[config.mk]
export PLATFORM = sky130hd
export DESIGN_NAME = tsm_ctrl
export DESIGN_NICKNAME = d
export VERILOG_FILES = /design/src/sv/tsm_pkg.sv /design/src/sv/tsm_ctrl.sv
export SDC_FILE = /design/constraint.sdc
export NUM_CORES = 1
export LEC_CHECK = 0
export ABC_AREA = 1
export BUFFER_PORTS_ARGS = -buffer_cell sky130_fd_sc_hd__buf_2
export CAP_MARGIN = 0
export CORE_UTILIZATION = 35
export DETAILED_ROUTE_END_ITERATION = 7
export REMOVE_ABC_BUFFERS = 1
export SLEW_MARGIN = 20
export SYNTH_ARGS = -nofsm -noshare
export SYNTH_HDL_FRONTEND = slang
export SYNTH_SLANG_ARGS = --single-unit
[constraint.sdc]
create_clock -name clk -period 1 [get_ports clk]
set_input_delay 0.1 -clock clk [delete_from_list [all_inputs] [get_ports clk]]
set_output_delay 0.1 -clock clk [all_outputs]
set_load 0.05 [all_outputs]
[src/sv/tsm_pkg.sv]
`default_nettype none
// ----------------------------------------------------------------------------
// tsm_pkg: shared types and constants of the three-tap sparse mix layer
// Holds the mode codes, the command and status bundles between controller
// and datapath, and the saturation helper.
// ----------------------------------------------------------------------------
package tsm_pkg;

    localparam logic [2:0] MODE_LOAD  = 3'd0;
    localparam logic [2:0] MODE_FWD   = 3'd1;
    localparam logic [2:0] MODE_BWD   = 3'd2;
    localparam logic [2:0] MODE_PGRAD = 3'd3;
    localparam logic [2:0] MODE_READ  = 3'd4;

    localparam logic [1:0] LAST_TAP = 2'd2;

    typedef struct packed {
        logic       capture;
        logic       vec_wr;
        logic       mem_rd;
        logic       mul_en;
        logic       acc_en;
        logic       out_load;
        logic [1:0] tap;
    } tsm_cmd_t;

    typedef struct packed {
        logic clr_busy;
        logic out_free;
    } tsm_stat_t;

    // Clamps a wide signed value to the signed 32-bit range.
    function automatic logic signed [31:0] sat32(input logic signed [49:0] v);
        logic signed [31:0] r;
        if (v > 50'sd2147483647)
        begin
            r = 32'sh7FFFFFFF;
        end
        else if (v < -50'sd2147483648)
        begin
            r = 32'sh80000000;
        end
        else
        begin
            r = v[31:0];
        end
        return r;
    endfunction

endpackage
`default_nettype wire

[src/sv/tsm_ctrl.sv]
`default_nettype none
// ----------------------------------------------------------------------------
// tsm_ctrl: sequencing state machine
// Accepts an item, does a load or steps the taps through read, multiply
// and accumulate, and hands any result to the output register.
// ----------------------------------------------------------------------------
module tsm_ctrl
    import tsm_pkg::*;
(
    input  wire         clk,
    input  wire         rst_n,
    input  wire         in_valid,
    output logic        in_ready,
    input  wire [2:0]   mode,
    input  tsm_stat_t   st,
    output tsm_cmd_t    cmd
);

    localparam logic [2:0] S_IDLE = 3'd0;
    localparam logic [2:0] S_LOAD = 3'd1;
    localparam logic [2:0] S_RD   = 3'd2;
    localparam logic [2:0] S_MUL  = 3'd3;
    localparam logic [2:0] S_ACC  = 3'd4;
    localparam logic [2:0] S_FIN  = 3'd5;

    logic [2:0] state_reg;
    logic [2:0] state_next;
    logic [1:0] tap_reg;
    logic [1:0] tap_next;
    logic [2:0] mode_reg;
    logic [2:0] mode_next;
    logic       accept;

    assign in_ready = (state_reg == S_IDLE) & ~st.clr_busy;
    assign accept   = in_valid & in_ready;

    always_comb
    begin
        state_next = state_reg;
        tap_next   = tap_reg;
        mode_next  = mode_reg;
        cmd        = '0;
        cmd.tap    = tap_reg;
        case (state_reg)
            S_IDLE:
            begin
                if (accept)
                begin
                    cmd.capture = 1'b1;
                    mode_next   = mode;
                    tap_next    = '0;
                    case (mode)
                        MODE_LOAD:
                        begin
                            state_next = S_LOAD;
                        end
                        MODE_FWD, MODE_BWD, MODE_PGRAD, MODE_READ:
                        begin
                            state_next = S_RD;
                        end
                        default:
                        begin
                            state_next = S_IDLE;
                        end
                    endcase
                end
            end
            S_LOAD:
            begin
                cmd.vec_wr = 1'b1;
                state_next = S_IDLE;
            end
            S_RD:
            begin
                cmd.mem_rd = 1'b1;
                state_next = S_MUL;
            end
            S_MUL:
            begin
                cmd.mul_en = 1'b1;
                state_next = S_ACC;
            end
            S_ACC:
            begin
                cmd.acc_en = 1'b1;
                if (mode_reg == MODE_READ || tap_reg == LAST_TAP)
                begin
                    state_next = (mode_reg == MODE_BWD) ? S_IDLE : S_FIN;
                end
                else
                begin
                    tap_next   = tap_reg + 2'd1;
                    state_next = S_RD;
                end
            end
            S_FIN:
            begin
                if (st.out_free)
                begin
                    cmd.out_load = 1'b1;
                    state_next   = S_IDLE;
                end
            end
            default:
            begin
                state_next = S_IDLE;
            end
        endcase
    end

    always_ff @(posedge clk or negedge rst_n)
    begin
        if (!rst_n)
        begin
            state_reg <= S_IDLE;
            tap_reg   <= '0;
            mode_reg  <= MODE_LOAD;
        end
        else
        begin
            state_reg <= state_next;
            tap_reg   <= tap_next;
            mode_reg  <= mode_next;
        end
    end

    a_tap_bound: assert property (@(posedge clk) disable iff (!rst_n)
        tap_reg != 2'd3)
        else $error("tap counter ran past the last tap");

    a_no_accept_in_clear: assert property (@(posedge clk) disable iff (!rst_n)
        st.clr_busy |-> !in_ready)
        else $error("item accepted during gradient clear");

    a_load_needs_room: assert property (@(posedge clk) disable iff (!rst_n)
        cmd.out_load |-> st.out_free)
        else $error("output register overwritten");

    a_bwd_no_result: assert property (@(posedge clk) disable iff (!rst_n)
        (state_reg == S_ACC && mode_reg == MODE_BWD && tap_reg == LAST_TAP)
        |=> state_reg == S_IDLE)
        else $error("backward row did not finish quietly");

endmodule
`default_nettype wire

Word level (Yosys, flattened, before mapping)
Cells that the tools add are included.

cells by class
  reduce and logical (&&, ||, !) cells = 8
  equal/unequal tests = 15
  add/subtract/negate cells = 1
  bitwise operators = 3
  multiplexer cells = 17

operators with widths
  kind                                           number
  == test 3 x 2 -> 1 bit, second input constant  5
  case mux 3 bit (5 select lines)                1
  == test 3 bit, second input constant           4
  2-to-1 mux 3 bit                               4
  2-to-1 mux 1 bit                               8
  case mux 2 bit (2 select lines)                2
  == test 3 x 1 -> 1 bit, second input constant  2
  logical NOT 3 bit                              2
  != test 2 bit, second input constant           3
  2-to-1 mux 2 bit                               2
  AND reduction 2 bit                            2
  OR reduction 4 bit                             1
  AND reduction 3 bit                            1
  adder 2 x 1 -> 2 bit, second input constant    1
  AND 1 bit                                      2
  == test 2 bit, second input constant           1
  nonzero test 2 bit                             1
  logical OR 1 bit                               1
  NOT 1 bit                                      1

word-level totals
  logic and storage cells = 47
  input bits = 8
  output and inout bits = 9
  flip-flop bits (word level) = 8

Longest topological paths before layout
Gate-level depths: netlist of run 1.

  depth after elaboration = 5
  gate-level depth with buffers = 8
  gate-level depth less buffers = 8

Worst setup path before layout of run 1
OpenSTA, ideal clock, no wires.

  path kind = reg-to-output
  start = register state_reg[0]
  end = output port cmd[6] in the netlist's numbering
  arrival time = 1.506 ns
  setup slack = -0.606 ns
  stages on the path, launching flop included = 3
  path buffers = 0
  path through = dfrtp_1 > inv_2 > nor3_1

RTL lines
  element                 RTL line         source
  start, declared         tsm_ctrl.sv:26   logic [2:0] state_reg;
  start signal, assigned  tsm_ctrl.sv:121  state_reg <= state_next;
  end, declared           tsm_ctrl.sv:16   output tsm_cmd_t cmd

==> flow_metrics.env, run 1 <==
export IMPL_outcome="finished, violations left"
export IMPL_failing_checks="negative setup slack"
export IMPL_route_detailed_wl_per_inst_um=9.922
export IMPL_cp_start_kind="register"
export IMPL_timing_hold_ws_ps=127.2
export IMPL_synth_simple_area_share_pct=38.39
export IMPL_timing_critical_path_slowest_cell_delay_ps=400
export IMPL_global_route_usage_total_pct=18.68
export IMPL_via_per_inst=4.655
export IMPL_placeableCoreArea_um2=1334
export IMPL_fp_row_count=13
export IMPL_maxClockFrequency_mhz=767.3
export IMPL_max_vdd_ir_drop_mv=1.547
export IMPL_min_delay_path_class="input pin to register"
export IMPL_antenna_found_initial=0
export IMPL_cts_buffers=3
export IMPL_grt_max_degree=9
export IMPL_globalplace_congestion=0.7723
export IMPL_routed_via_count=540
export IMPL_synthMuxAreaShare_pct=0
export IMPL_leakagePower_uw=0.0004693
export IMPL_synthesized_area_fraction_occupied_by_ao_oa_aoi_and_oai_cells_pct=9.046
export IMPL_synth_avg_cell_area_um2=7.638
export IMPL_post_dp_hpwl_um=892.2
export IMPL_final_period_utilization_pct=130.3
export IMPL_num_nets_final=112
export IMPL_cp_data_required_time_ps=900
export IMPL_clock_skew_final_ps=0.2316
export IMPL_tightest_slew_margin_relative_to_the_limit_pct=87.30
export IMPL_portBuffers=16
export IMPL_globalRoute_totalOverflow=0
export IMPL_drv_cap=0
export IMPL_hold_violations=0
export IMPL_yosys_area_share_xor_xnor_pct=0
export IMPL_postLayoutCoreUtil_pct=65.57
export IMPL_syn2layout_area_growth_pct=70.90
export IMPL_critical_path_arrival_ps=1200
export IMPL_die_x_um=40.24
export IMPL_die_height_um=40.24
export IMPL_netlist_instances=67
export IMPL_synth_adder_area_share_pct=2.445
export IMPL_die_area_um2=1619
export IMPL_dominant_combinational_cell_family_by_area_after_synthesis="simple AND/OR/NAND/NOR gates"
export IMPL_diodes=0
export IMPL_worst_setup_hold_path_clk_slew_ps=60
export IMPL_synth_top_cell_by_area="dfrtp_1"
export IMPL_min_period_ps=1303
export IMPL_synth_ff_latch_count=8
export IMPL_setup_worst_path_class="register to primary output"
export IMPL_tritoncts="done"
export IMPL_cp_cell_instances="nor2_2 > nand2_2 > nor2_4 > nand2_4 > inv_2 > buf_8"
export IMPL_layout_filler_cells=112
export IMPL_clock_tree_root_cell="clkbuf_4"
export IMPL_path_max_fanout=3
export IMPL_clk_latency_ps=240
export IMPL_synthDistinctLibCells=18
export IMPL_total_standard_cell_area_after_synthesis_um2=511.7
export IMPL_drt_pass1_iter_count=4
export IMPL_start_util_pct=38.37
export IMPL_finalSetupViolations=16
export IMPL_ioPinCount=17
export IMPL_rsz0062_at_grt="true"
export IMPL_first_global_vias=510
export IMPL_fin_ws_ps=-303.2
export IMPL_synth_yosys_seq_area_share_pct=39.12
export IMPL_htree_levels=1
export IMPL_final_layout_size_suffix_gt1_share_pct=58.42
export IMPL_final_antenna_net_count=0
export IMPL_cts_sink_cnt=8
export IMPL_drt_total_wl_mm=1.151
export IMPL_grt_first_pass_wirelength_mm=2.007
export IMPL_timing_worst_slew_pin_value_ps=188.5
export IMPL_non_filler_cells_final=116
export IMPL_critPathCaptureType="primary output"
export IMPL_tns_ps=-3642
export IMPL_initialDrtViolationCount=5
export IMPL_critical_path_slowest_cell="dfrtp_1"
export IMPL_clock_path_buffers=2
export IMPL_count_of_synthesis_stage_warnings_from_yosys=0
export IMPL_post_synth_main_area_contributors="dfrtp_1, inv_1, nand2_1"
export IMPL_place_detailed_instances=107
export IMPL_synth_top_cell_area_share_pct=39.12
export IMPL_maxSlewViolCount=0
export IMPL_power_per_cell_area_nw_per_um2=2921
export IMPL_drc_errors=0
## final timing paths
kind | from | end | slack (ps) | depth (start not counted)
worst max-delay path | state_reg[0] | cmd[7] | -300 | 6
worst min-delay path | mode[2] | mode_reg[2] | 130 | 3
worst max register to register | state_reg[0] | tap_reg[1] | -260 | 8
worst min register to register | mode_reg[2] | mode_reg[2] | 510 | 2
max in group asynchronous | rst_n | state_reg[2] | 610 | 2
min in group asynchronous | rst_n | mode_reg[2] | 220 | 2
## area by class of cell
class | count | area (µm²) | area share, %
flip-flops and latches | 8 | 200.2 | 22.89
inverters | 15 | 56.30 | 6.438
clock buffers | 3 | 22.52 | 2.575
repair buffers | 31 | 277.8 | 31.76
well taps | 15 | 18.77 | 2.146
multi-input cells | 44 | 299.0 | 34.19
## cells by family after synthesis
family,Yosys count
flops,8
buf+inv,15
compound gates,7
fa+ha+maj,1
simple gates,36
## what timing repair did
| action | in CTS | in global routing |
|---|---|---|
| gates resized for setup | 31 | 10 |
| pin swaps | 3 | 3 |
| cloned | 0 | 0 |
| setup buffers | 4 | 4 |
| hold buffers | 1 | 0 |
| hold endpoints to repair | 8 | 0 |
| setup endpoints to repair | 17 | 17 |
## layout by cell type (no fill, tap or decap)
cell type,Yosys,final
ha_1,1,1
inv_2,3,4
nor2_4,2,3
nand2_4,1,2
nor3_1,1,1
buf_6,0,4
dfrtp_1,8,8
o21ai_2,3,5
nand3_2,2,4
buf_8,0,6
nand3_1,6,4
a21oi_2,0,1
buf_4,0,13
nor2_1,8,6
buf_2,0,7
o21ai_0,1,1
nor2_2,2,3
nand3b_1,2,2
clkbuf_4,0,3
nand2_2,2,4
nand2_1,10,7
inv_1,12,11
dlygate4sd3_1,0,1
## through the flow
stage               power [µW]  setup WS, ps  instance area [µm²]
finish                    2555        -303.2                874.6
global route              2748        -393.7                874.6
CTS                       2471        -310.7                833.3
detailed placement        1916        -148.3                690.7
global placement          1894        -139.1                690.7
floorplan                 1486        -605.8                511.7
## per-layer routing
metal / global-route usage [%] / wire length, µm / part of all wire [%]
met1: 21.03 / 477 / 41
met2: 35.48 / 598 / 52
met3: 3.889 / 54 / 4.7
met4: 4.167 / 21 / 1.8
met5: 0 / 0 / 0
## synth_stat cells (all sizes together)
cell / instances
a21oi: 1
dfrtp: 8
ha: 1
inv: 15
nand2: 13
nand3b: 2
nor3: 1
o21ai: 6
nand3: 8
nor2: 12
## critical path: cells and delay by family, from the launching register on
kind / cells / cell delay, ps
buffers and inverters: 2 / 190
DFF: 1 / 400
and+or+nand+nor: 4 / 360
## power breakdown
| group | switching, µW | internal (µW) | total [µW] |
|---|---|---|---|
| Combinational | 974 | 761 | 1730 |
| Clock | 109 | 137 | 246 |
| Sequential | 123 | 451 | 574 |
| Total | 1210 | 1350 | 2550 |
Note: power is estimated with default switching activity, not from simulation.
==> run 2: changes to the inputs <==
--- a/config.mk
+++ b/config.mk
@@ -15,3 +15,4 @@
 export SYNTH_ARGS = -nofsm -noshare
 export SYNTH_HDL_FRONTEND = slang
 export SYNTH_SLANG_ARGS = --single-unit
+export TNS_END_PERCENT = 50
==> run 2 against run 1 <==
Compared with the run above:
- the run still ends with negative setup slack left
- first-iteration DRC count stayed put
- via count is 3.3% lower
- design area is 4.3% lower
- critical path depth is the same
- sequential cell count is the same
- critical path type unchanged
- critical endpoint unchanged
- highest routed layer is now met3
==> flow_metrics.env, run 2 (synthesis results as in run 1) <==
export IMPL_outcome="finished, violations left"
export IMPL_failing_checks="negative setup slack"
export IMPL_route_detailed_wl_per_inst_um=9.973
export IMPL_sequentialPowerShare_pct=23.0
export IMPL_clock_skew_final_ps=3.727
export IMPL_ioPinCount=17
export IMPL_drc_errors=0
export IMPL_grt_first_pass_wirelength_mm=1.938
export IMPL_postLayoutCellArea_um2=837.1
export IMPL_placement_cell_area_um2=690.7
export IMPL_cts_buffers=3
export IMPL_portBuffers=16
export IMPL_routed_via_count=522
export IMPL_post_dp_hpwl_um=892.2
export IMPL_timing_worst_slew_pin_value_ps=192.8
export IMPL_global_route_usage_total_pct=17.75
export IMPL_power_combinational_fraction_pct=67.3
export IMPL_placeableCoreArea_um2=1334
export IMPL_num_nets_final=109
export IMPL_postLayoutCoreUtil_pct=62.76
export IMPL_die_x_um=40.24
export IMPL_min_period_ps=1302
export IMPL_fp_row_count=13
export IMPL_die_height_um=40.24
export IMPL_path_max_fanout=3
export IMPL_first_global_vias=480
export IMPL_maxSlewViolCount=0
export IMPL_drt_pass1_iter_count=2
export IMPL_via_per_inst=4.619
export IMPL_globalplace_congestion=0.7723
export IMPL_power_per_cell_area_nw_per_um2=2970
export IMPL_final_period_utilization_pct=130.2
export IMPL_finalSetupViolations=17
export IMPL_tightest_slew_margin_relative_to_the_limit_pct=87.05
export IMPL_drv_cap=0
export IMPL_final_layout_size_suffix_gt1_share_pct=57.14
export IMPL_cp_data_required_time_ps=900
export IMPL_drt_total_wl_mm=1.127
export IMPL_worst_setup_hold_path_clk_slew_ps=60
export IMPL_grt_max_degree=9
export IMPL_hold_violations=0
export IMPL_fin_ws_ps=-302.2
export IMPL_clk_latency_ps=240
export IMPL_power_switching_uw=1191
export IMPL_maxClockFrequency_mhz=767.9
export IMPL_leading_cell_types_in_the_layout_fill_and_taps_excluded="buf_4, inv_1, dfrtp_1"
export IMPL_diodes=0
export IMPL_clock_network_fraction_of_design_power_pct=9.7
export IMPL_leakagePower_uw=0.0004486
export IMPL_start_util_pct=38.37
export IMPL_place_detailed_instances=107
export IMPL_intPower_uw=1296
export IMPL_tns_ps=-3531
export IMPL_rsz0062_at_grt="true"
export IMPL_cts_sink_cnt=8
export IMPL_tritoncts="done"
export IMPL_critical_path_arrival_ps=1200
export IMPL_most_common_library_cell_in_the_layout_ignoring_fill_and_taps="buf_4"
export IMPL_min_delay_path_class="input pin to register"
export IMPL_clock_tree_root_cell="clkbuf_4"
export IMPL_die_area_um2=1619
export IMPL_setup_worst_path_class="register to primary output"
export IMPL_cp_start_kind="register"
export IMPL_netSwitchingFraction_pct=47.89
export IMPL_globalRoute_totalOverflow=0
export IMPL_max_vdd_ir_drop_mv=1.536
export IMPL_syn2layout_area_growth_pct=63.57
export IMPL_initialDrtViolationCount=5
export IMPL_critPathCaptureType="primary output"
export IMPL_antenna_found_initial=0
export IMPL_non_filler_cells_final=113
export IMPL_final_antenna_net_count=0
export IMPL_clock_path_buffers=2
export IMPL_htree_levels=1
[run 2: stage by stage]
step           hold WS [ps]  total power (µW)  worst slack (ps)
6_report              126.5              2486            -302.2
5_1_grt               130.1              2671            -390.9
4_1_cts               126.5              2395            -310.7
3_5_place_dp         -48.56              1916            -148.3
3_3_place_gp         -47.81              1894            -139.1
2_1_floorplan        -195.6              1486            -605.8
[run 2: power by group through the flow]
stage	Clock [µW]	Sequential (µW)	Combinational, µW
6_report	242	571	1670
5_1_grt	269	589	1810
4_1_cts	249	561	1580
3_5_place_dp	0	559	1360
3_3_place_gp	0	553	1340
2_1_floorplan	0	617	869
[run 2: critical path, cell delays in order, from the launching register on]
cell and delay [ps]:
dfrtp_1 400, nor2_2 120, nand2_2 80, nor2_4 110, nand2_4 60, inv_2 60
buf_8 130
[run 2: area by class of cell]
class / count / area (µm²)
fillers: 123 / 496.7
clock buffers: 3 / 22.52
well taps: 15 / 18.77
inverters: 15 / 56.30
repair buffers: 28 / 240.2
flip-flops and latches: 8 / 200.2
multi-input cells: 44 / 299.0
[run 2: repair_timing]
action | in CTS | in global routing
hold buffers | 1 | 0
pin swaps | 1 | 3
resized for setup | 23 | 12
endpoints found under the setup margin | 17 | 17
setup buffers | 3 | 1
hold endpoints to repair | 8 | 0
[run 2: path summary, 6_finish.rpt]
check | to | startpoint | slack, ps | cells past startpoint
worst max-delay path | cmd[7] | state_reg[0] | -300 | 6
worst min-delay path | mode_reg[2] | mode[2] | 130 | 3
worst max register to register | tap_reg[1] | state_reg[0] | -260 | 8
worst min register to register | mode_reg[2] | mode_reg[2] | 510 | 2
max in group asynchronous | state_reg[1] | rst_n | 610 | 2
min in group asynchronous | mode_reg[2] | rst_n | 220 | 2
[run 2: layer usage]
metal  part of all wire, %  vias to the layer above  GRT usage, %  wire length (µm)
met2                    52                       10         33.47               586
li1                      -                      270             -                 -
met3                   2.9                        0         3.333                33
met4                     0                        0         2.500                 0
met5                     0                        -             0                 0
met1                    45                      242         21.03               507
